--- src/hdl/pixel_to_ansi_truecolor_stream_assert.svh ---
// Assertion macros for the terminal color stream block
`ifndef PIXEL_TO_ANSI_TRUECOLOR_STREAM_ASSERT_SVH
`define PIXEL_TO_ANSI_TRUECOLOR_STREAM_ASSERT_SVH

// same-cycle implication, checked outside reset
`define PTAT_ASSERT_NOW(lbl, ante, cons, msg) \
  lbl: assert property (@(posedge clk) disable iff (!rst_n) (ante) |-> (cons)) \
    else $error(msg);

// next-cycle implication, checked outside reset
`define PTAT_ASSERT_NEXT(lbl, ante, cons, msg) \
  lbl: assert property (@(posedge clk) disable iff (!rst_n) (ante) |=> (cons)) \
    else $error(msg);

`endif

--- src/hdl/ptat_pkg.sv ---
`default_nettype none
package ptat_pkg;

  localparam int unsigned CFG_W             = 13;
  localparam int unsigned CFG_IDX_W         = 1;
  localparam logic [CFG_IDX_W-1:0] CFG_FRAME_WIDTH  = 1'b0;
  localparam logic [CFG_IDX_W-1:0] CFG_FRAME_HEIGHT = 1'b1;
  localparam logic [CFG_W-1:0] WIDTH_RESET  = 13'd80;
  localparam logic [CFG_W-1:0] HEIGHT_RESET = 13'd24;
  localparam int unsigned MAX_DIMENSION_DEF = 4096;
  localparam int unsigned QUEUE_DEPTH       = 2;
  localparam int unsigned NSTEP             = 28;
  localparam int unsigned STEP_W            = 5;

  localparam logic [7:0] CH_ESC   = 8'h1b;
  localparam logic [7:0] CH_LB    = 8'h5b;
  localparam logic [7:0] CH_H     = 8'h48;
  localparam logic [7:0] CH_NL    = 8'h0a;
  localparam logic [7:0] CH_SEMI  = 8'h3b;
  localparam logic [7:0] CH_M     = 8'h6d;
  localparam logic [7:0] CH_ZERO  = 8'h30;
  localparam logic [7:0] CH_TWO   = 8'h32;
  localparam logic [7:0] CH_FOUR  = 8'h34;
  localparam logic [7:0] CH_EIGHT = 8'h38;
  localparam logic [7:0] CH_SPACE = 8'h20;

  typedef enum logic [STEP_W-1:0] {
    ST_HOME_ESC, ST_HOME_LB, ST_HOME_H,
    ST_COL_ESC, ST_COL_LB, ST_COL_4, ST_COL_8, ST_COL_SEMI_A, ST_COL_2, ST_COL_SEMI_B,
    ST_R_H, ST_R_T, ST_R_U, ST_R_TERM,
    ST_G_H, ST_G_T, ST_G_U, ST_G_TERM,
    ST_B_H, ST_B_T, ST_B_U, ST_B_TERM,
    ST_GLYPH, ST_NEWLINE,
    ST_END_ESC, ST_END_LB, ST_END_0, ST_END_M
  } step_t;

  typedef struct packed {
    logic [3:0] h;
    logic [3:0] t;
    logic [3:0] u;
  } digits_t;

  typedef struct packed {
    logic [NSTEP-1:0] mask;
    digits_t          red_d;
    digits_t          green_d;
    digits_t          blue_d;
    logic [7:0]       glyph;
  } cmd_t;

  function automatic digits_t to_digits(input logic [7:0] v);
    logic [13:0] p_h;
    logic [6:0]  rem;
    logic [14:0] p_t;
    digits_t     d;
    p_h = 14'(v) * 14'd41;
    d.h = {2'b00, p_h[13:12]};
    rem = 7'(v - 8'(d.h) * 8'd100);
    p_t = 15'(rem) * 15'd205;
    d.t = p_t[14:11];
    d.u = 4'(rem - 7'(d.t) * 7'd10);
    return d;
  endfunction

  function automatic logic [7:0] step_byte(input step_t s, input cmd_t c);
    logic [7:0] b;
    unique case (s)
      ST_HOME_ESC, ST_COL_ESC, ST_END_ESC:             b = CH_ESC;
      ST_HOME_LB, ST_COL_LB, ST_END_LB:                b = CH_LB;
      ST_HOME_H:                                       b = CH_H;
      ST_COL_4:                                        b = CH_FOUR;
      ST_COL_8:                                        b = CH_EIGHT;
      ST_COL_2:                                        b = CH_TWO;
      ST_COL_SEMI_A, ST_COL_SEMI_B, ST_R_TERM, ST_G_TERM: b = CH_SEMI;
      ST_B_TERM, ST_END_M:                             b = CH_M;
      ST_END_0:                                        b = CH_ZERO;
      ST_R_H:                                          b = {4'h3, c.red_d.h};
      ST_R_T:                                          b = {4'h3, c.red_d.t};
      ST_R_U:                                          b = {4'h3, c.red_d.u};
      ST_G_H:                                          b = {4'h3, c.green_d.h};
      ST_G_T:                                          b = {4'h3, c.green_d.t};
      ST_G_U:                                          b = {4'h3, c.green_d.u};
      ST_B_H:                                          b = {4'h3, c.blue_d.h};
      ST_B_T:                                          b = {4'h3, c.blue_d.t};
      ST_B_U:                                          b = {4'h3, c.blue_d.u};
      ST_GLYPH:                                        b = c.glyph;
      ST_NEWLINE:                                      b = CH_NL;
      default:                                         b = CH_SPACE;
    endcase
    return b;
  endfunction

endpackage
`default_nettype wire

--- src/hdl/ptat_if.sv ---
`default_nettype none
interface ptat_pix_if;
  logic       valid;
  logic       ready;
  logic [7:0] red;
  logic [7:0] green;
  logic [7:0] blue;
  logic [7:0] glyph;

  modport source (output valid, red, green, blue, glyph, input ready);
  modport sink (input valid, red, green, blue, glyph, output ready);
endinterface

interface ptat_byte_if;
  logic       valid;
  logic       ready;
  logic [7:0] out_byte;
  logic       last_of_run;
  logic       frame_done;

  modport source (output valid, out_byte, last_of_run, frame_done, input ready);
  modport sink (input valid, out_byte, last_of_run, frame_done, output ready);
endinterface
`default_nettype wire

--- src/hdl/ptat_queue.sv ---
`default_nettype none
module ptat_queue (
  input  logic            clk,
  input  logic            rst_n,
  input  logic            push,
  input  ptat_pkg::cmd_t  push_cmd,
  output logic            push_ready,
  input  logic            pop,
  output logic            head_valid,
  output ptat_pkg::cmd_t  head_cmd
);
  import ptat_pkg::*;

  localparam int unsigned PTR_W = (QUEUE_DEPTH > 1) ? $clog2(QUEUE_DEPTH) : 1;
  localparam int unsigned CNT_W = $clog2(QUEUE_DEPTH + 1);
  localparam logic [PTR_W-1:0] LAST_PTR = PTR_W'(QUEUE_DEPTH - 1);

  cmd_t             entry_r [QUEUE_DEPTH];
  logic [PTR_W-1:0] wr_ptr_r, wr_ptr_nxt;
  logic [PTR_W-1:0] rd_ptr_r, rd_ptr_nxt;
  logic [CNT_W-1:0] count_r, count_nxt;
  logic             do_push, do_pop;

  assign push_ready = (count_r != CNT_W'(QUEUE_DEPTH));
  assign head_valid = (count_r != '0);
  assign head_cmd   = entry_r[rd_ptr_r];
  assign do_push    = push && push_ready;
  assign do_pop     = pop && head_valid;

  always_comb begin
    wr_ptr_nxt = wr_ptr_r;
    rd_ptr_nxt = rd_ptr_r;
    count_nxt  = count_r;
    if (do_push) begin
      wr_ptr_nxt = (wr_ptr_r == LAST_PTR) ? '0 : wr_ptr_r + 1'b1;
    end
    if (do_pop) begin
      rd_ptr_nxt = (rd_ptr_r == LAST_PTR) ? '0 : rd_ptr_r + 1'b1;
    end
    if (do_push && !do_pop) begin
      count_nxt = count_r + 1'b1;
    end else if (do_pop && !do_push) begin
      count_nxt = count_r - 1'b1;
    end
  end

  always_ff @(posedge clk) begin
    if (!rst_n) begin
      wr_ptr_r <= '0;
      rd_ptr_r <= '0;
      count_r  <= '0;
    end else begin
      wr_ptr_r <= wr_ptr_nxt;
      rd_ptr_r <= rd_ptr_nxt;
      count_r  <= count_nxt;
    end
  end

  always_ff @(posedge clk) begin
    if (do_push) begin
      entry_r[wr_ptr_r] <= push_cmd;
    end
  end

endmodule
`default_nettype wire

--- src/hdl/ptat_front.sv ---
`default_nettype none
module ptat_front #(
  parameter int unsigned MAX_DIMENSION = ptat_pkg::MAX_DIMENSION_DEF
) (
  input  logic                           clk,
  input  logic                           rst_n,
  ptat_pix_if.sink                       in_pix,
  input  logic                           cfg_we,
  input  logic [ptat_pkg::CFG_IDX_W-1:0] cfg_index,
  input  logic [ptat_pkg::CFG_W-1:0]     cfg_data,
  output logic                           push,
  output ptat_pkg::cmd_t                 push_cmd,
  input  logic                           push_ready
);
  import ptat_pkg::*;

  localparam int unsigned EFF_W = $clog2(MAX_DIMENSION + 1);
  localparam int unsigned CMP_W = (EFF_W > CFG_W) ? EFF_W : CFG_W;
  localparam int unsigned CNT_W = $clog2(MAX_DIMENSION);
  localparam logic [CMP_W-1:0] MAX_DIM = CMP_W'(MAX_DIMENSION);

  logic [CFG_W-1:0] width_r, width_nxt;
  logic [CFG_W-1:0] height_r, height_nxt;
  logic [23:0]      prev_r, prev_nxt;
  logic [CNT_W-1:0] col_r, col_nxt;
  logic [CNT_W-1:0] row_r, row_nxt;

  logic [CMP_W-1:0] w_ext, h_ext, eff_w, eff_h;
  logic [CMP_W:0]   col_inc, row_inc;
  logic [23:0]      color;
  logic             home, chg, row_end, frame_end;
  digits_t          red_d, green_d, blue_d;
  logic [3:0]       red_s, green_s, blue_s;

  function automatic logic [3:0] comp_steps(input logic [7:0] v, input digits_t d);
    return {1'b1, v != 8'd0, (d.h != 4'd0) || (d.t != 4'd0), d.h != 4'd0};
  endfunction

  assign in_pix.ready = push_ready;
  assign push         = in_pix.valid && push_ready;

  always_comb begin
    w_ext = CMP_W'(width_r);
    h_ext = CMP_W'(height_r);
    eff_w = (w_ext == '0) ? CMP_W'(1) : ((w_ext > MAX_DIM) ? MAX_DIM : w_ext);
    eff_h = (h_ext == '0) ? CMP_W'(1) : ((h_ext > MAX_DIM) ? MAX_DIM : h_ext);
    col_inc   = (CMP_W + 1)'(col_r) + 1'b1;
    row_inc   = (CMP_W + 1)'(row_r) + 1'b1;
    color     = {in_pix.red, in_pix.green, in_pix.blue};
    home      = (col_r == '0) && (row_r == '0);
    chg       = (color != prev_r);
    row_end   = (col_inc >= {1'b0, eff_w});
    frame_end = row_end && (row_inc >= {1'b0, eff_h});
    red_d     = to_digits(in_pix.red);
    green_d   = to_digits(in_pix.green);
    blue_d    = to_digits(in_pix.blue);
    red_s     = comp_steps(in_pix.red, red_d) & {4{chg}};
    green_s   = comp_steps(in_pix.green, green_d) & {4{chg}};
    blue_s    = comp_steps(in_pix.blue, blue_d) & {4{chg}};
  end

  always_comb begin
    push_cmd.mask                = '0;
    push_cmd.mask[ST_HOME_ESC]   = home;
    push_cmd.mask[ST_HOME_LB]    = home;
    push_cmd.mask[ST_HOME_H]     = home;
    push_cmd.mask[ST_COL_ESC]    = chg;
    push_cmd.mask[ST_COL_LB]     = chg;
    push_cmd.mask[ST_COL_4]      = chg;
    push_cmd.mask[ST_COL_8]      = chg;
    push_cmd.mask[ST_COL_SEMI_A] = chg;
    push_cmd.mask[ST_COL_2]      = chg;
    push_cmd.mask[ST_COL_SEMI_B] = chg;
    push_cmd.mask[ST_R_H]        = red_s[0];
    push_cmd.mask[ST_R_T]        = red_s[1];
    push_cmd.mask[ST_R_U]        = red_s[2];
    push_cmd.mask[ST_R_TERM]     = red_s[3];
    push_cmd.mask[ST_G_H]        = green_s[0];
    push_cmd.mask[ST_G_T]        = green_s[1];
    push_cmd.mask[ST_G_U]        = green_s[2];
    push_cmd.mask[ST_G_TERM]     = green_s[3];
    push_cmd.mask[ST_B_H]        = blue_s[0];
    push_cmd.mask[ST_B_T]        = blue_s[1];
    push_cmd.mask[ST_B_U]        = blue_s[2];
    push_cmd.mask[ST_B_TERM]     = blue_s[3];
    push_cmd.mask[ST_GLYPH]      = 1'b1;
    push_cmd.mask[ST_NEWLINE]    = row_end;
    push_cmd.mask[ST_END_ESC]    = frame_end;
    push_cmd.mask[ST_END_LB]     = frame_end;
    push_cmd.mask[ST_END_0]      = frame_end;
    push_cmd.mask[ST_END_M]      = frame_end;
    push_cmd.red_d               = red_d;
    push_cmd.green_d             = green_d;
    push_cmd.blue_d              = blue_d;
    push_cmd.glyph               = (in_pix.glyph == 8'd0) ? CH_SPACE : in_pix.glyph;
  end

  always_comb begin
    width_nxt  = width_r;
    height_nxt = height_r;
    if (cfg_we) begin
      unique case (cfg_index)
        CFG_FRAME_WIDTH:  width_nxt  = cfg_data;
        CFG_FRAME_HEIGHT: height_nxt = cfg_data;
        default: ;
      endcase
    end
  end

  always_comb begin
    prev_nxt = prev_r;
    col_nxt  = col_r;
    row_nxt  = row_r;
    if (push) begin
      prev_nxt = frame_end ? '0 : color;
      if (row_end) begin
        col_nxt = '0;
        row_nxt = frame_end ? '0 : CNT_W'(row_inc);
      end else begin
        col_nxt = CNT_W'(col_inc);
      end
    end
  end

  always_ff @(posedge clk) begin
    if (!rst_n) begin
      width_r  <= WIDTH_RESET;
      height_r <= HEIGHT_RESET;
      prev_r   <= '0;
      col_r    <= '0;
      row_r    <= '0;
    end else begin
      width_r  <= width_nxt;
      height_r <= height_nxt;
      prev_r   <= prev_nxt;
      col_r    <= col_nxt;
      row_r    <= row_nxt;
    end
  end

endmodule
`default_nettype wire

--- src/hdl/ptat_back.sv ---
`default_nettype none
module ptat_back (
  input  logic           clk,
  input  logic           rst_n,
  input  logic           head_valid,
  input  ptat_pkg::cmd_t head_cmd,
  output logic           pop,
  ptat_byte_if.source    out_stream
);
  import ptat_pkg::*;

`include "pixel_to_ansi_truecolor_stream_assert.svh"

  logic [NSTEP-1:0] pend_r, pend_nxt;
  cmd_t             cmd_r, cmd_nxt;
  logic             out_valid_r, out_valid_nxt;
  logic [7:0]       out_byte_r, out_byte_nxt;
  logic             out_last_r, out_last_nxt;
  logic             out_done_r, out_done_nxt;

  logic [NSTEP-1:0] sel_bit, pend_left;
  step_t            sel_step;
  logic             slot_free, emit;

  always_comb begin
    sel_bit   = pend_r & (~pend_r + 1'b1);
    pend_left = pend_r & ~sel_bit;
    sel_step  = ST_HOME_ESC;
    for (int i = 0; i < NSTEP; i++) begin
      if (sel_bit[i]) begin
        sel_step = step_t'(STEP_W'(i));
      end
    end
  end

  assign slot_free = !out_valid_r || out_stream.ready;
  assign emit      = (pend_r != '0) && slot_free;
  assign pop       = head_valid && ((pend_r == '0) || (emit && (pend_left == '0)));

  always_comb begin
    pend_nxt      = pend_r;
    cmd_nxt       = cmd_r;
    out_valid_nxt = out_valid_r && !out_stream.ready;
    out_byte_nxt  = out_byte_r;
    out_last_nxt  = out_last_r;
    out_done_nxt  = out_done_r;
    if (emit) begin
      pend_nxt      = pend_left;
      out_valid_nxt = 1'b1;
      out_byte_nxt  = step_byte(sel_step, cmd_r);
      out_last_nxt  = (pend_left == '0);
      out_done_nxt  = (sel_step == ST_END_M);
    end
    if (pop) begin
      pend_nxt = head_cmd.mask;
      cmd_nxt  = head_cmd;
    end
  end

  always_ff @(posedge clk) begin
    if (!rst_n) begin
      pend_r      <= '0;
      out_valid_r <= 1'b0;
    end else begin
      pend_r      <= pend_nxt;
      out_valid_r <= out_valid_nxt;
    end
  end

  always_ff @(posedge clk) begin
    cmd_r      <= cmd_nxt;
    out_byte_r <= out_byte_nxt;
    out_last_r <= out_last_nxt;
    out_done_r <= out_done_nxt;
  end

  assign out_stream.valid       = out_valid_r;
  assign out_stream.out_byte    = out_byte_r;
  assign out_stream.last_of_run = out_last_r;
  assign out_stream.frame_done  = out_done_r;

  `PTAT_ASSERT_NOW(a_done_is_last, out_valid_r && out_done_r, out_last_r, "frame end not last")
  `PTAT_ASSERT_NOW(a_run_ends_right, emit && (pend_left == '0), (sel_step == ST_GLYPH) || (sel_step == ST_NEWLINE) || (sel_step == ST_END_M), "run ends on wrong byte")
  `PTAT_ASSERT_NEXT(a_one_byte_a_cycle, emit && !pop, $countones(pend_r) == $countones($past(pend_r)) - 1, "pending bytes not retired one at a time")

endmodule
`default_nettype wire

--- src/hdl/pixel_to_ansi_truecolor_stream.sv ---
// An accepted pixel passes the command queue, pending-step and output registers
// before its first byte. Throughput: one byte per cycle while the output is ready;
// a pixel gives 1 to 28 bytes, set by the byte sequencer behind the two-entry queue.
// Pixels are accepted on consecutive cycles while the queue has room.
// Reset (synchronous, active low): 80 x 24 frame, black, position home, queue and
// output register empty.
`default_nettype none
module pixel_to_ansi_truecolor_stream #(
  parameter int unsigned MAX_DIMENSION = ptat_pkg::MAX_DIMENSION_DEF
) (
  input  logic                           clk,
  input  logic                           rst_n,
  ptat_pix_if.sink                       in_pix,
  ptat_byte_if.source                    out_stream,
  input  logic                           cfg_we,
  input  logic [ptat_pkg::CFG_IDX_W-1:0] cfg_index,
  input  logic [ptat_pkg::CFG_W-1:0]     cfg_data
);
  import ptat_pkg::*;

  logic push, push_ready, pop, head_valid;
  cmd_t push_cmd, head_cmd;

  ptat_front #(
    .MAX_DIMENSION (MAX_DIMENSION)
  ) u_front (
    .clk        (clk),
    .rst_n      (rst_n),
    .in_pix     (in_pix),
    .cfg_we     (cfg_we),
    .cfg_index  (cfg_index),
    .cfg_data   (cfg_data),
    .push       (push),
    .push_cmd   (push_cmd),
    .push_ready (push_ready)
  );

  ptat_queue u_queue (
    .clk        (clk),
    .rst_n      (rst_n),
    .push       (push),
    .push_cmd   (push_cmd),
    .push_ready (push_ready),
    .pop        (pop),
    .head_valid (head_valid),
    .head_cmd   (head_cmd)
  );

  ptat_back u_back (
    .clk        (clk),
    .rst_n      (rst_n),
    .head_valid (head_valid),
    .head_cmd   (head_cmd),
    .pop        (pop),
    .out_stream (out_stream)
  );

endmodule
`default_nettype wire
--- src/flat_wrapper.sv ---
// flat-port wrapper written by rule: the top's interface ports become plain ports
module pixel_to_ansi_truecolor_stream_flat import ptat_pkg::*;
#(
  parameter int unsigned MAX_DIMENSION = ptat_pkg::MAX_DIMENSION_DEF
)
  (clk, rst_n, cfg_we, cfg_index, cfg_data, in_pix_valid, in_pix_red, in_pix_green, in_pix_blue, in_pix_glyph, in_pix_ready, out_stream_valid, out_stream_out_byte, out_stream_last_of_run, out_stream_frame_done, out_stream_ready);
  ptat_pix_if in_pix_i ();
  ptat_byte_if out_stream_i ();
  input  logic clk;
  input  logic rst_n;
  input  logic cfg_we;
  input  logic [ptat_pkg::CFG_IDX_W-1:0] cfg_index;
  input  logic [ptat_pkg::CFG_W-1:0] cfg_data;
  input wire logic [$bits(in_pix_i.valid)-1:0] in_pix_valid;
  input wire logic [$bits(in_pix_i.red)-1:0] in_pix_red;
  input wire logic [$bits(in_pix_i.green)-1:0] in_pix_green;
  input wire logic [$bits(in_pix_i.blue)-1:0] in_pix_blue;
  input wire logic [$bits(in_pix_i.glyph)-1:0] in_pix_glyph;
  output wire logic [$bits(in_pix_i.ready)-1:0] in_pix_ready;
  output wire logic [$bits(out_stream_i.valid)-1:0] out_stream_valid;
  output wire logic [$bits(out_stream_i.out_byte)-1:0] out_stream_out_byte;
  output wire logic [$bits(out_stream_i.last_of_run)-1:0] out_stream_last_of_run;
  output wire logic [$bits(out_stream_i.frame_done)-1:0] out_stream_frame_done;
  input wire logic [$bits(out_stream_i.ready)-1:0] out_stream_ready;
  assign in_pix_i.valid = in_pix_valid;
  assign in_pix_i.red = in_pix_red;
  assign in_pix_i.green = in_pix_green;
  assign in_pix_i.blue = in_pix_blue;
  assign in_pix_i.glyph = in_pix_glyph;
  assign in_pix_ready = in_pix_i.ready;
  assign out_stream_valid = out_stream_i.valid;
  assign out_stream_out_byte = out_stream_i.out_byte;
  assign out_stream_last_of_run = out_stream_i.last_of_run;
  assign out_stream_frame_done = out_stream_i.frame_done;
  assign out_stream_i.ready = out_stream_ready;
  pixel_to_ansi_truecolor_stream #(.MAX_DIMENSION(MAX_DIMENSION)) u_core (.clk(clk), .rst_n(rst_n), .in_pix(in_pix_i), .out_stream(out_stream_i), .cfg_we(cfg_we), .cfg_index(cfg_index), .cfg_data(cfg_data));
endmodule
--- config.mk ---
export PLATFORM = sky130hd
export DESIGN_NAME = pixel_to_ansi_truecolor_stream_flat
export DESIGN_NICKNAME = d
export VERILOG_FILES = /design/src/hdl/ptat_pkg.sv /design/src/hdl/ptat_if.sv /design/src/hdl/ptat_queue.sv /design/src/hdl/ptat_front.sv /design/src/hdl/ptat_back.sv /design/src/hdl/pixel_to_ansi_truecolor_stream.sv /design/src/flat_wrapper.sv
export VERILOG_INCLUDE_DIRS = /design/src /design/src/hdl
export SDC_FILE = /design/constraint.sdc
export NUM_CORES = 1
export LEC_CHECK = 0
export BUFFER_PORTS_ARGS = -buffer_cell sky130_fd_sc_hd__buf_2
export CORE_UTILIZATION = 38
export DETAILED_ROUTE_END_ITERATION = 6
export PLACE_DENSITY = 0.56
export SYNTH_ARGS = -nofsm -noshare
export SYNTH_HDL_FRONTEND = slang
export SYNTH_HIERARCHICAL = 1
export SYNTH_SLANG_ARGS = --single-unit
--- constraint.sdc ---
create_clock -name clk -period 8.05 [get_ports clk]
set_input_delay 1.2075 -clock clk [delete_from_list [all_inputs] [get_ports clk]]
set_output_delay 1.2075 -clock clk [all_outputs]
set_load 0.02 [all_outputs]
==> results of run 1 <==
## area by class of cell
type | instances | area (um^2)
multi-input combinational | 1251 | 10780
clock inverter | 13 | 157.7
fill | 4745 | 27720
clock buffer | 45 | 869.6
timing repair buffer | 177 | 1226
sequential | 306 | 8112
inverter | 95 | 359.1
tap | 672 | 840.8
antenna | 1 | 2.502
## through the flow
| step | std cells | power, mW | TNS, ns | utilization [%] |
|---|---|---|---|---|
| detailed placement | 2492 | 9.388 | -7.588 | 41.80 |
| CTS | 2550 | 10.91 | 0 | 43.85 |
| global route | 2559 | 12.03 | -0.6058 | 44.63 |
| floorplan | 1775 | 7.413 | -1.048 | - |
| global placement | 2492 | 9.244 | -4.618 | 41.80 |
| finish | 2560 | 11.05 | 0 | 44.63 |
## where the power goes
group          internal (mW)  switching, mW
Clock                  0.848          0.607
Sequential              2.67          0.302
Combinational           3.00           3.61
## registers in the layout, indices dropped and copies added (netlist names), named ones only
register / count
u_core/u_back/cmd_r: 44
u_core/u_back/out_stream.frame_done: 1
u_core/u_back/out_stream.last_of_run: 1
u_core/u_back/out_stream.out_byte: 8
u_core/u_back/out_stream.valid: 1
u_core/u_back/pend_r: 28
u_core/u_front/col_r: 12
u_core/u_front/h_ext: 13
u_core/u_front/prev_r: 24
u_core/u_front/row_r: 12
u_core/u_front/w_ext: 13
u_core/u_queue/count_r: 2
u_core/u_queue/entry_r: 144
u_core/u_queue/rd_ptr_r: 1
u_core/u_queue/wr_ptr_r: 1
## placed cells by master (no fill, tap or decap), types with 9 or more instances in the layout
master / count
sky130_fd_sc_hd__buf_2: 55
sky130_fd_sc_hd__or4_1: 9
sky130_fd_sc_hd__o22ai_1: 13
sky130_fd_sc_hd__inv_1: 86
sky130_fd_sc_hd__a21oi_2: 9
sky130_fd_sc_hd__dfxtp_1: 107
sky130_fd_sc_hd__clkbuf_1: 11
sky130_fd_sc_hd__o211ai_1: 42
sky130_fd_sc_hd__and3_1: 9
sky130_fd_sc_hd__nor3_1: 22
sky130_fd_sc_hd__a21oi_1: 38
sky130_fd_sc_hd__o21ai_0: 25
sky130_fd_sc_hd__fa_1: 30
sky130_fd_sc_hd__nor2b_1: 11
sky130_fd_sc_hd__clkbuf_16: 32
sky130_fd_sc_hd__ha_2: 10
sky130_fd_sc_hd__o21ai_1: 31
sky130_fd_sc_hd__nand2b_1: 11
sky130_fd_sc_hd__nand2_1: 154
sky130_fd_sc_hd__mux2_2: 73
sky130_fd_sc_hd__a21boi_0: 58
sky130_fd_sc_hd__o311ai_0: 9
sky130_fd_sc_hd__and2_1: 9
sky130_fd_sc_hd__a211oi_1: 13
sky130_fd_sc_hd__edfxtp_1: 198
sky130_fd_sc_hd__ha_1: 193
sky130_fd_sc_hd__nor2_1: 56
sky130_fd_sc_hd__buf_4: 116
sky130_fd_sc_hd__ha_4: 18
sky130_fd_sc_hd__xnor2_1: 40
sky130_fd_sc_hd__nand3_1: 74
sky130_fd_sc_hd__nand4_1: 26
sky130_fd_sc_hd__xor2_1: 38
sky130_fd_sc_hd__nor4_1: 22
sky130_fd_sc_hd__a21o_1: 10
sky130_fd_sc_hd__xnor2_2: 9
## per-layer routing
layer | routed length [um] | vias up | track usage (%)
met3 | 1782 | 71 | 2.375
met2 | 21620 | 258 | 29.79
met1 | 20600 | 6524 | 23.34
met5 | 0 | - | 0
met4 | 1129 | 0 | 4.763
li1 | - | 6697 | -
## timing repair
action | CTS | global route
gates resized for setup | 0 | 61
endpoints found under the hold margin | 0 | 0
pin swaps | 3 | 69
buffers inserted | 0 | 9
endpoints found under the setup margin | 2 | 12
## worst reg2reg max path, cell delays in order, from the launching register on
cell                        delay [ns]
sky130_fd_sc_hd__dfxtp_1          0.43
sky130_fd_sc_hd__nor4_2           0.76
sky130_fd_sc_hd__nand4_1          0.56
sky130_fd_sc_hd__o21ai_0          0.39
sky130_fd_sc_hd__o2111ai_1        0.18
sky130_fd_sc_hd__nor3_2           0.30
sky130_fd_sc_hd__a21oi_2          0.08
sky130_fd_sc_hd__buf_4            0.25
sky130_fd_sc_hd__nor2b_4          0.18
sky130_fd_sc_hd__o21ai_1          0.10
sky130_fd_sc_hd__ha_1             0.33
sky130_fd_sc_hd__or3_1            0.35
sky130_fd_sc_hd__a21boi_1         0.14
## kinds of logic after synthesis
group                    Yosys count  share of synthesized area (%)
AND/OR/NAND/NOR                  471                          12.92
AO/OA/AOI/OAI                    346                          12.85
flip-flops                       306                          42.17
adder cells (fa/ha/maj)          258                          18.13
buffers and inverters            218                          5.199
XOR/XNOR                          94                          4.321
multiplexers                      75                          4.379
other                              2                        0.03906
## how the worst max path moves through the flow
stage,start,to,slack [ns],cells after the start
floorplan,in_pix_green[1],u_core/u_queue/entry_r[0][23],-0.29,34
global route,in_pix_red[3],u_core/u_queue/entry_r[0][35],-0.17,35
detailed placement,in_pix_green[1],u_core/u_queue/entry_r[0][23],-0.67,35
CTS,in_pix_green[1],u_core/u_queue/entry_r[0][23],0.004,35
finish,in_pix_red[4],u_core/u_queue/entry_r[0][35],0.07,33
global placement,in_pix_green[1],u_core/u_queue/entry_r[0][23],-0.51,35
==> impl_summary.log, run 1 <==
[metrics] status: completed
[metrics] register bit count reported by yosys: 306
[metrics] Post-CTS Hold Buffers: 0
[metrics] kind of capture point of the worst setup path: flip-flop
[metrics] antenna violation net count after detailed routing: 0
[metrics] number of H-tree branching levels: 1
[metrics] Syn-to-layout area delta: 16.22%
[metrics] worst skew pair latency: 0.59 ns
[metrics] Post-Synthesis Cell Area: 0.01923 mm^2
[metrics] total I/O pin count: 63
[metrics] highest ir drop seen on vdd: 0.3544 mV
[metrics] root buffer cell: sky130_fd_sc_hd__clkbuf_16
[metrics] number of vias after detailed routing: 13,550
[metrics] worst clock skew on the final layout: 0.01904 ns
[metrics] CTS tree: done
[metrics] clk slew on worst S/H paths: 0.06 ns
[metrics] Pwr Density: 494.3 mW/mm^2
[metrics] worst slew slack as a fraction of its limit: 21.55%
[metrics] final count of negative-setup-slack endpoints: 0
[metrics] critical path start-end classification: primary input to flip-flop
[metrics] EDFF count, synth: 198
[metrics] Worst Hold Path EP: u_core/u_front/prev_r[19]
[metrics] maximum fanout encountered on the critical timing path: 4
[metrics] width of the chip: 226.9 um
[metrics] maximum number of pins on one net before global-route repair: 88
[metrics] Startpoint Class: primary input
[metrics] vertical die dimension: 226.9 um
[metrics] cell with the biggest individual delay on the critical path: sky130_fd_sc_hd__fa_1
[metrics] FFs w/ async S/R, synth: 0%
[metrics] area share of the leading cell type in the synthesized netlist: 30.92%
[metrics] setup slack after placement: -0.6730 ns
[metrics] overall track demand over capacity in global routing: 17.53%
[metrics] reported max-cap violation count: 0
[metrics] most common cell in the synthesized netlist: sky130_fd_sc_hd__ha_1
[metrics] Congestion Overflow GR: 0
[metrics] global-route wire length before repair: 71,860 um
[metrics] overall routed net length: 45,140 um
[metrics] path type of the worst min-delay path: flip-flop to flip-flop
[metrics] total number of placement rows: 82
[metrics] count of unique library cells instantiated by Yosys: 98
[metrics] final hold viol count: 0
[metrics] proportion of synthesized chip area in sequential cells: 42.17%
[metrics] detailed placer's ending HPWL: 32,250 um
[metrics] vias in the first global route: 13,363
[metrics] number of clock sinks: 306
[metrics] final critical-path required period: 7.982 ns
[metrics] sum of buffers and inverters on the critical path: 5
[metrics] worst reg2reg path depth: 12
[metrics] DR pass1 iterations: 5
[metrics] Total Nets Final: 2,169
[metrics] final worst-path cycle share: 99.16%
[metrics] effective utilization at floorplan: 38.40%
[metrics] most instantiated cells after synthesis: 221 x sky130_fd_sc_hd__ha_1, 198 x sky130_fd_sc_hd__edfxtp_1, 155 x sky130_fd_sc_hd__nand2_1
[metrics] depth of the worst hold-timing path: 2
[metrics] number of buffers between clock root and the deepest sink: 3
[metrics] predominant post-synthesis flop cell: sky130_fd_sc_hd__edfxtp_1
[metrics] Via-to-Cell Ratio: 5.293
[metrics] number of antenna violations at the first check in global routing: 0
[metrics] unrepaired setup endpoints after global routing: true
[metrics] leading post-synthesis cells by cell area: sky130_fd_sc_hd__edfxtp_1 31%, sky130_fd_sc_hd__ha_1 14%, sky130_fd_sc_hd__dfxtp_1 11%, sky130_fd_sc_hd__mux2_2 4.3%, sky130_fd_sc_hd__fa_1 3.6%
[metrics] area of the core region: 0.05007 mm^2
[metrics] Reg2Reg Setup Slack: 3.93 ns
[metrics] Most Frequent Cell on Critical Path: sky130_fd_sc_hd__ha_4
[metrics] total clock buffers created by CTS: 31
[metrics] top cell family by delay on the critical path: adder cells
[metrics] Post-Syn Area per Cell: 10.86 um^2
[metrics] fmax: 0.1253 GHz
[metrics] cell count after synthesis: 1,770
[metrics] startpoint of the worst-slack reg-to-reg timing path: u_core/u_back/pend_r[8]
[metrics] count of input and output buffers: 62
[metrics] arrival time of the worst setup path: 8.31 ns
[metrics] minimum setup slack in the final design: 0.06792 ns
[metrics] reported leakage power: 8.736 nW
[metrics] gp weighted congestion: 0.8795
[metrics] number of violations reported at the end of detailed-routing iteration 0: 884
[metrics] placed cell areas: 0.02093 mm^2
[metrics] largest stage delay on the critical path: 0.54 ns
[metrics] Routed WL per cell: 17.63 um
[metrics] slew at the pin with the worst max-slew slack: 1.166 ns
[metrics] worst r2r dst: u_core/u_queue/count_r[1]
[metrics] Worst Hold Margin: 0.4766 ns
[metrics] CP Data Required Time: 8.38 ns
[metrics] layout cells sized above 1: 22.95%
[metrics] largest area contributor in the synthesized netlist: sky130_fd_sc_hd__edfxtp_1
[metrics] number of max-slew violations in the final report: 0
[metrics] Min-Delay Startpoint: u_core/u_front/prev_r[19]
[metrics] die area: 0.05150 mm^2
[metrics] Residual DRC: 0
[metrics] Syn. warnings: 6
[metrics] cell area after layout: 0.02235 mm^2
Note: power is estimated with default switching activity, not from simulation.
==> inputs of run 2 (changes only) <==
RECOVER_POWER = 25   (was not set)
==> impl_summary.log, run 2 (synthesis results as in run 1) <==
[metrics] detailed placer's ending HPWL: 32,250 um (unchanged)
[metrics] number of antenna violations at the first check in global routing: 0 (unchanged)
[metrics] Largest register FFs: 144 (unchanged)
[metrics] clk slew on worst S/H paths: 0.06 ns (about the same)
[metrics] overall routed net length: 45,180 um (about the same)
[metrics] Inserted Diodes: 0 (-1)
[metrics] total I/O pin count: 63 (unchanged)
[metrics] most frequent standard cell in the layout excluding fill and tap cells: sky130_fd_sc_hd__edfxtp_1
[metrics] Routed WL per cell: 17.66 um (+0.14%)
[metrics] number of violations reported at the end of detailed-routing iteration 0: 861 (-2.6%)
[metrics] failing checks: max-capacitance violations, max-slew violations
[metrics] fmax: 0.1253 GHz (about the same)
[metrics] worst slew slack as a fraction of its limit: -143.1% (-160 points)
[metrics] maximum fanout encountered on the critical timing path: 4 (unchanged)
[metrics] number of max-slew violations in the final report: 248 (+248)
[metrics] global-route wire length before repair: 71,860 um (unchanged)
[metrics] total number of placement rows: 82 (unchanged)
[metrics] Post-CTS Hold Buffers: 0 (unchanged)
[metrics] width of the chip: 226.9 um (unchanged)
[metrics] Via-to-Cell Ratio: 5.290 (about the same)
[metrics] reported leakage power: 8.660 nW (-0.87%)
[metrics] vias in the first global route: 13,363 (unchanged)
[metrics] number of vias after detailed routing: 13,538 (-0.089%)
[metrics] unrepaired setup endpoints after global routing: true
[metrics] arrival time of the worst setup path: 8.31 ns (about the same)
[metrics] path type of the worst min-delay path: flip-flop to flip-flop
[metrics] largest register by flop count: u_core/u_queue/entry_r
[metrics] slew at the pin with the worst max-slew slack: 3.646 ns (+2.480 ns)
[metrics] CTS tree: done
[metrics] vertical die dimension: 226.9 um (unchanged)
[metrics] registers with the most flip-flops: u_core/u_queue/entry_r: 144 flops, u_core/u_back/cmd_r: 44 flops, u_core/u_back/pend_r: 28 flops
[metrics] largest stage delay on the critical path: 0.54 ns (about the same)
[metrics] die area: 0.05150 mm^2 (unchanged)
[metrics] Most Frequent Cell on Critical Path: sky130_fd_sc_hd__ha_4
[metrics] Min-Delay Startpoint: u_core/u_front/prev_r[21]
[metrics] maximum number of pins on one net before global-route repair: 88 (unchanged)
[metrics] layout cells sized above 1: 21.20% (-1.7 points)
[metrics] Residual DRC: 0 (unchanged)
[metrics] Total Nets Final: 2,169 (unchanged)
[metrics] Reg2Reg Setup Slack: 3.72 ns (-0.21 ns)
[metrics] total clock buffers created by CTS: 31 (unchanged)
[metrics] Syn-to-layout area delta: 15.91%
[metrics] DR pass1 iterations: 6 (+1)
[metrics] root buffer cell: sky130_fd_sc_hd__clkbuf_16
[metrics] overall track demand over capacity in global routing: 17.53% (unchanged)
[metrics] number of buffers between clock root and the deepest sink: 3 (unchanged)
[metrics] number of H-tree branching levels: 1 (unchanged)
[metrics] number of clock sinks: 306 (unchanged)
[metrics] CP Data Required Time: 8.38 ns (about the same)
[metrics] worst clock skew on the final layout: 0.01869 ns (-0.0003535 ns)
[metrics] Congestion Overflow GR: 0 (unchanged)
[metrics] status: finished with violations
[metrics] count of input and output buffers: 62 (unchanged)
[metrics] area of the core region: 0.05007 mm^2 (unchanged)
[metrics] cell with the biggest individual delay on the critical path: sky130_fd_sc_hd__fa_1
[metrics] worst r2r dst: u_core/u_queue/entry_r[0][30]
[metrics] setup slack after placement: -0.6730 ns (unchanged)
[metrics] minimum setup slack in the final design: 0.06954 ns (+0.001615 ns)
[metrics] effective utilization at floorplan: 38.40% (unchanged)
[metrics] gp weighted congestion: 0.8795 (unchanged)
[metrics] summed negative setup slack over all endpoints: 0 ns (unchanged)
[metrics] worst skew pair latency: 0.59 ns (about the same)
[metrics] critical path start-end classification: primary input to flip-flop
[metrics] worst reg2reg path depth: 7 (-5)
[metrics] final hold viol count: 0 (unchanged)
[metrics] kind of capture point of the worst setup path: flip-flop
[metrics] highest ir drop seen on vdd: 0.3538 mV (-0.14%)
[metrics] Startpoint Class: primary input
[metrics] Pwr Density: 495.6 mW/mm^2 (+0.26%)
[metrics] reported max-cap violation count: 4 (+4)
[metrics] final worst-path cycle share: 99.14% (about the same)
[metrics] depth of the worst hold-timing path: 2 (unchanged)
[metrics] top library cells by usage in the layout, fill and taps aside: 198 x sky130_fd_sc_hd__edfxtp_1, 193 x sky130_fd_sc_hd__ha_1, 154 x sky130_fd_sc_hd__nand2_1, 112 x sky130_fd_sc_hd__buf_4, 108 x sky130_fd_sc_hd__dfxtp_1
[metrics] Worst Hold Path EP: u_core/u_front/prev_r[21]
[metrics] final count of negative-setup-slack endpoints: 0 (unchanged)
[metrics] final critical-path required period: 7.980 ns (-0.001615 ns)
[metrics] startpoint of the worst-slack reg-to-reg timing path: u_core/u_queue/count_r[0]
[metrics] antenna violation net count after detailed routing: 0 (unchanged)
[run 2: changes by cell type in the layout (fill, tap and decap cells not counted), moves of 4 or more]
cell	before	now
sky130_fd_sc_hd__mux2_2	73	68
sky130_fd_sc_hd__clkbuf_1	11	36
sky130_fd_sc_hd__buf_4	116	112
sky130_fd_sc_hd__buf_2	55	34
sky130_fd_sc_hd__mux2_1	0	5
[run 2: routing by layer]
layer,GRT usage (%),vias up,share of wire [%]
li1,-,6690,-
met2,29.79,235,48
met3,2.375,68,3.9
met1,23.34,6545,46
met5,0,-,0
met4,4.763,0,2.5
[run 2: worst max-delay path by stage]
stage,start,to,slack (ns),depth (start not counted)
after floorplan,in_pix_green[1],u_core/u_queue/entry_r[0][23],-0.29,34
after global placement,in_pix_green[1],u_core/u_queue/entry_r[0][23],-0.51,35
after detailed placement,in_pix_green[1],u_core/u_queue/entry_r[0][23],-0.67,35
after CTS,in_pix_green[1],u_core/u_queue/entry_r[0][23],0.004,35
after global routing,in_pix_red[3],u_core/u_queue/entry_r[0][35],-0.17,35
final,in_pix_red[4],u_core/u_queue/entry_r[1][35],0.07,33
[run 2: stage by stage]
stage               power [mW]  instance area, um^2  utilization [%]  hold slack (ns)  instances
floorplan                7.413                19580                -           0.4429       1775
global placement         9.244                20930            41.80           0.4605       2492
detailed placement       9.388                20930            41.80           0.4709       2492
CTS                      10.91                21950            43.85           0.4763       2550
global route             12.03                22290            44.51           0.4940       2559
finish                   11.05                22290            44.51           0.4758       2559
[run 2: layout make-up]
cell class,count,area (um^2)
clock inverter,13,157.7
fill,4769,27780
timing repair buffer,177,1185
multi-input combinational,1251,10770
sequential,306,8108
clock buffer,45,869.6
tap,672,840.8
inverter,95,359.1
[run 2: timing repair]
action / 4_1_cts / 5_1_grt
endpoints found under the setup margin: 2 / 12
hold endpoints to repair: 0 / 0
buffers inserted: 0 / 9
pin swaps: 3 / 69
gates resized for setup: 0 / 61
[run 2: power by group]
group | switching, mW | internal (mW)
sequential | 0.303 | 2.67
clock | 0.607 | 0.848
combinational | 3.61 | 3.00
total | 4.52 | 6.52
[run 2: critical path: cells and delay by family]
family	cells	cell delay (ns)
compound gates	6	0.88
xor+xnor	5	0.77
fa+ha+maj	11	3.41
buf+inv	5	0.44
simple gates	6	1.58
==> inputs of run 3 (changes only) <==
ABC_AREA = 1   (was not set)
CORE_UTILIZATION = 43   (was 38)
PLACE_DENSITY = 0.62   (was 0.56)
==> impl_summary.log, run 3 <==
[metrics] arrival time of the worst setup path: 8.01 ns (-0.30 ns)
[metrics] startpoint of the worst-slack reg-to-reg timing path: u_core/u_back/pend_r[0]
[metrics] Critical Path Source: in_pix_green[1]
[metrics] final worst-path cycle share: 96.06% (-3.1 points)
[metrics] reported max-cap violation count: 4 (unchanged)
[metrics] most frequent standard cell in the layout excluding fill and tap cells: sky130_fd_sc_hd__nand2_1
[metrics] Final Core Density: 48.38% (+3.9 points)
[metrics] CTS tree: done
[metrics] vias in the first global route: 13,948 (+4.4%)
[metrics] Total Nets Final: 2,434 (+12%)
[metrics] total I/O pin count: 63 (unchanged)
[metrics] global-route wire length before repair: 69,760 um (-2.9%)
[metrics] number of clock sinks: 306 (unchanged)
[metrics] total number of placement rows: 78 (-4.9%)
[metrics] Post-CTS Hold Buffers: 0 (unchanged)
[metrics] predominant post-synthesis flop cell: sky130_fd_sc_hd__edfxtp_1
[metrics] FF/Latch Area: 0.008108 mm^2 (unchanged)
[metrics] number of antenna violations at the first check in global routing: 0 (unchanged)
[metrics] Congestion Overflow GR: 0 (unchanged)
[metrics] largest register by flop count: u_core/u_queue/entry_r
[metrics] top library cells by usage in the layout, fill and taps aside: 304 x sky130_fd_sc_hd__nand2_1, 239 x sky130_fd_sc_hd__inv_1, 218 x sky130_fd_sc_hd__ha_1, 215 x sky130_fd_sc_hd__nor2_1, 198 x sky130_fd_sc_hd__edfxtp_1
[metrics] number of H-tree branching levels: 2 (+1)
[metrics] Routed WL per cell: 15.57 um (-12%)
[metrics] cell with the biggest individual delay on the critical path: sky130_fd_sc_hd__fa_1
[metrics] root buffer cell: sky130_fd_sc_hd__clkbuf_16
[metrics] number of violations reported at the end of detailed-routing iteration 0: 868 (+0.81%)
[metrics] most common cell in the synthesized netlist: sky130_fd_sc_hd__nand2_1
[metrics] number of max-slew violations in the final report: 158 (-36%)
[metrics] die area: 0.04668 mm^2 (-9.4%)
[metrics] placed cell areas: 0.02085 mm^2 (-0.37%)
[metrics] kind of capture point of the worst setup path: flip-flop
[metrics] final critical-path required period: 7.733 ns (-0.2474 ns)
[metrics] Inserted Diodes: 0 (unchanged)
[metrics] effective utilization at floorplan: 43.51% (+5.1 points)
[metrics] total clock buffers created by CTS: 35 (+13%)
[metrics] status: finished with violations
[metrics] FFs w/ async S/R, synth: 0% (unchanged)
[metrics] CP Data Required Time: 8.32 ns (-0.06 ns)
[metrics] Largest register FFs: 144 (unchanged)
[metrics] worst slew slack as a fraction of its limit: -82.66% (+60 points)
[metrics] Post-Synthesis Cell Area: 0.01970 mm^2 (+2.5%)
[metrics] antenna violation net count after detailed routing: 0 (unchanged)
[metrics] area of the core region: 0.04528 mm^2 (-9.6%)
[metrics] final hold viol count: 0 (unchanged)
[metrics] Most Frequent Cell on Critical Path: sky130_fd_sc_hd__inv_1
[metrics] Startpoint Class: primary input
[metrics] EDFF count, synth: 198 (unchanged)
[metrics] vertical die dimension: 216.1 um (-4.8%)
[metrics] count of input and output buffers: 62 (unchanged)
[metrics] cell area after layout: 0.02191 mm^2 (-1.7%)
[metrics] number of vias after detailed routing: 14,064 (+3.9%)
[metrics] Via-to-Cell Ratio: 5.110 (-3.4%)
[metrics] Residual DRC: 0 (unchanged)
[metrics] cell count after synthesis: 2,021 (+14%)
[metrics] Min-Delay Startpoint: u_core/u_front/prev_r[18]
[metrics] setup slack after placement: -0.4832 ns (+0.1898 ns)
[metrics] overall routed net length: 42,860 um (-5.1%)
[metrics] Syn-to-layout area delta: 11.20%
[metrics] maximum fanout encountered on the critical timing path: 3 (-1)
[metrics] most instantiated cells after synthesis: 301 x sky130_fd_sc_hd__nand2_1, 241 x sky130_fd_sc_hd__inv_1, 221 x sky130_fd_sc_hd__ha_1
[metrics] detailed placer's ending HPWL: 31,700 um (-1.7%)
[metrics] number of buffers between clock root and the deepest sink: 3 (unchanged)
[metrics] overall track demand over capacity in global routing: 18.33% (+0.80 points)
[metrics] failing checks: max-capacitance violations, max-slew violations
[metrics] DR pass1 iterations: 5 (-1)
[metrics] width of the chip: 216.1 um (-4.8%)
[metrics] minimum setup slack in the final design: 0.3170 ns (+0.2474 ns)
[metrics] Syn. warnings: 6 (unchanged)
[metrics] non-filler cells in the finished layout: 2,752 (+7.5%)
[metrics] leading post-synthesis cells by cell area: sky130_fd_sc_hd__edfxtp_1 30%, sky130_fd_sc_hd__ha_1 14%, sky130_fd_sc_hd__dfxtp_1 11%, sky130_fd_sc_hd__nand2_1 5.7%, sky130_fd_sc_hd__mux2_4 5.3%
[metrics] path type of the worst min-delay path: flip-flop to flip-flop
[metrics] maximum number of pins on one net before global-route repair: 73 (-17%)
[metrics] number of cells in the design after placement: 2,687 (+7.8%)
[metrics] register bit count reported by yosys: 306 (unchanged)
[metrics] slew at the pin with the worst max-slew slack: 2.740 ns (-0.9059 ns)
[metrics] registers with the most flip-flops: u_core/u_queue/entry_r: 144 flops, u_core/u_back/cmd_r: 44 flops, u_core/u_back/pend_r: 28 flops
[metrics] clk slew on worst S/H paths: 0.06 ns (about the same)
[metrics] worst skew pair latency: 0.53 ns (-0.06 ns)
[metrics] critical path start-end classification: primary input to flip-flop
[metrics] fmax: 0.1293 GHz (+3.2%)
[metrics] area share of the leading cell type in the synthesized netlist: 30.18% (-0.75 points)
[metrics] layout cells sized above 1: 13.10% (-8.1 points)
[metrics] count of unique library cells instantiated by Yosys: 70 (-29%)
[metrics] largest area contributor in the synthesized netlist: sky130_fd_sc_hd__edfxtp_1
[metrics] gp weighted congestion: 0.9066 (+3.1%)
[metrics] total area of multi-input combinational cells: 0.009992 mm^2 (-7.2%)
[metrics] final count of negative-setup-slack endpoints: 0 (unchanged)
[metrics] largest stage delay on the critical path: 0.54 ns (about the same)
[metrics] proportion of synthesized chip area in sequential cells: 41.15% (-1.0 points)
[metrics] Post-Syn Area per Cell: 9.750 um^2 (-10%)
[metrics] fill cell total of the finished layout: 4,272 (-10%)
[metrics] worst clock skew on the final layout: 0.01742 ns (-0.001267 ns)
## run 3: cell types whose count changed after synthesis, moves of 37 or more
cell                       before  now
sky130_fd_sc_hd__inv_1         94  241
sky130_fd_sc_hd__o211ai_1      42    3
sky130_fd_sc_hd__nand2_1      155  301
sky130_fd_sc_hd__mux2_4         0   70
sky130_fd_sc_hd__a21oi_1       46   92
sky130_fd_sc_hd__mux2_2        73    2
sky130_fd_sc_hd__clkbuf_1      65   28
sky130_fd_sc_hd__nor2_1        59  211
sky130_fd_sc_hd__a21boi_0      58    0
## run 3: path summary, 6_finish.rpt
check,cells after the start,end,slack [ns]
min reg2reg,2,u_core/u_front/prev_r[18],0.48
max,37,u_core/u_queue/entry_r[0][23],0.32
max reg2reg,23,u_core/u_queue/count_r[1],2.35
min,2,u_core/u_front/prev_r[18],0.48
## run 3: worst max-delay path, delay by kind of cell
kind	cells	cell delay (ns)
and+or+nand+nor	3	0.24
adders and majority gates	12	3.98
buffers and inverters	10	0.76
xor gates and xnor gates	5	0.78
AOI/OAI and AO/OA	7	1.03
## run 3: repair_timing
item	in CTS	in global routing
gates resized for setup	0	11
buffers inserted	0	3
setup endpoints to repair	0	6
## run 3: stage by stage
stage          TNS [ns]  hold WS (ns)
6_report              0        0.4771
5_1_grt         -0.1560        0.4918
4_1_cts               0        0.4800
3_5_place_dp     -2.618        0.4626
3_3_place_gp    -0.9613        0.4534
2_1_floorplan         0        0.4453
## run 3: routing by layer
metal,track usage [%],vias to the layer above,part of all wire [%]
li1,-,7052,-
met1,24.57,6717,47
met2,31.08,231,48
met3,2.849,64,4.0
met4,4.131,0,1.6
met5,0,-,0
## run 3: final cells by class
cell class	instances	area share, %
clock buffer	42	4.209
clock inverter	20	1.513
inverter	251	4.329
multi-input combinational	1392	45.61
sequential	306	37.01
tap	600	3.426
timing repair buffer	141	3.912
## run 3: kinds of logic (layout without fill, tap and decap cells)
kind of cell	Yosys count	count (layout)	share of synthesized area, %
AND/OR/NAND/NOR	771	771	18.03
multiplexers	72	72	5.448
other	2	7	0.03811
adder cells (fa/ha/maj)	256	256	17.59
buffers and inverters	328	454	7.722
XOR/XNOR	71	71	3.264
AO/OA/AOI/OAI	215	215	6.756
flip-flops	306	306	41.15
Power of run 3 is left out: the tool's default activity adds up to more than one toggle a clock period on the data nets, which glitch-free logic cannot reach.
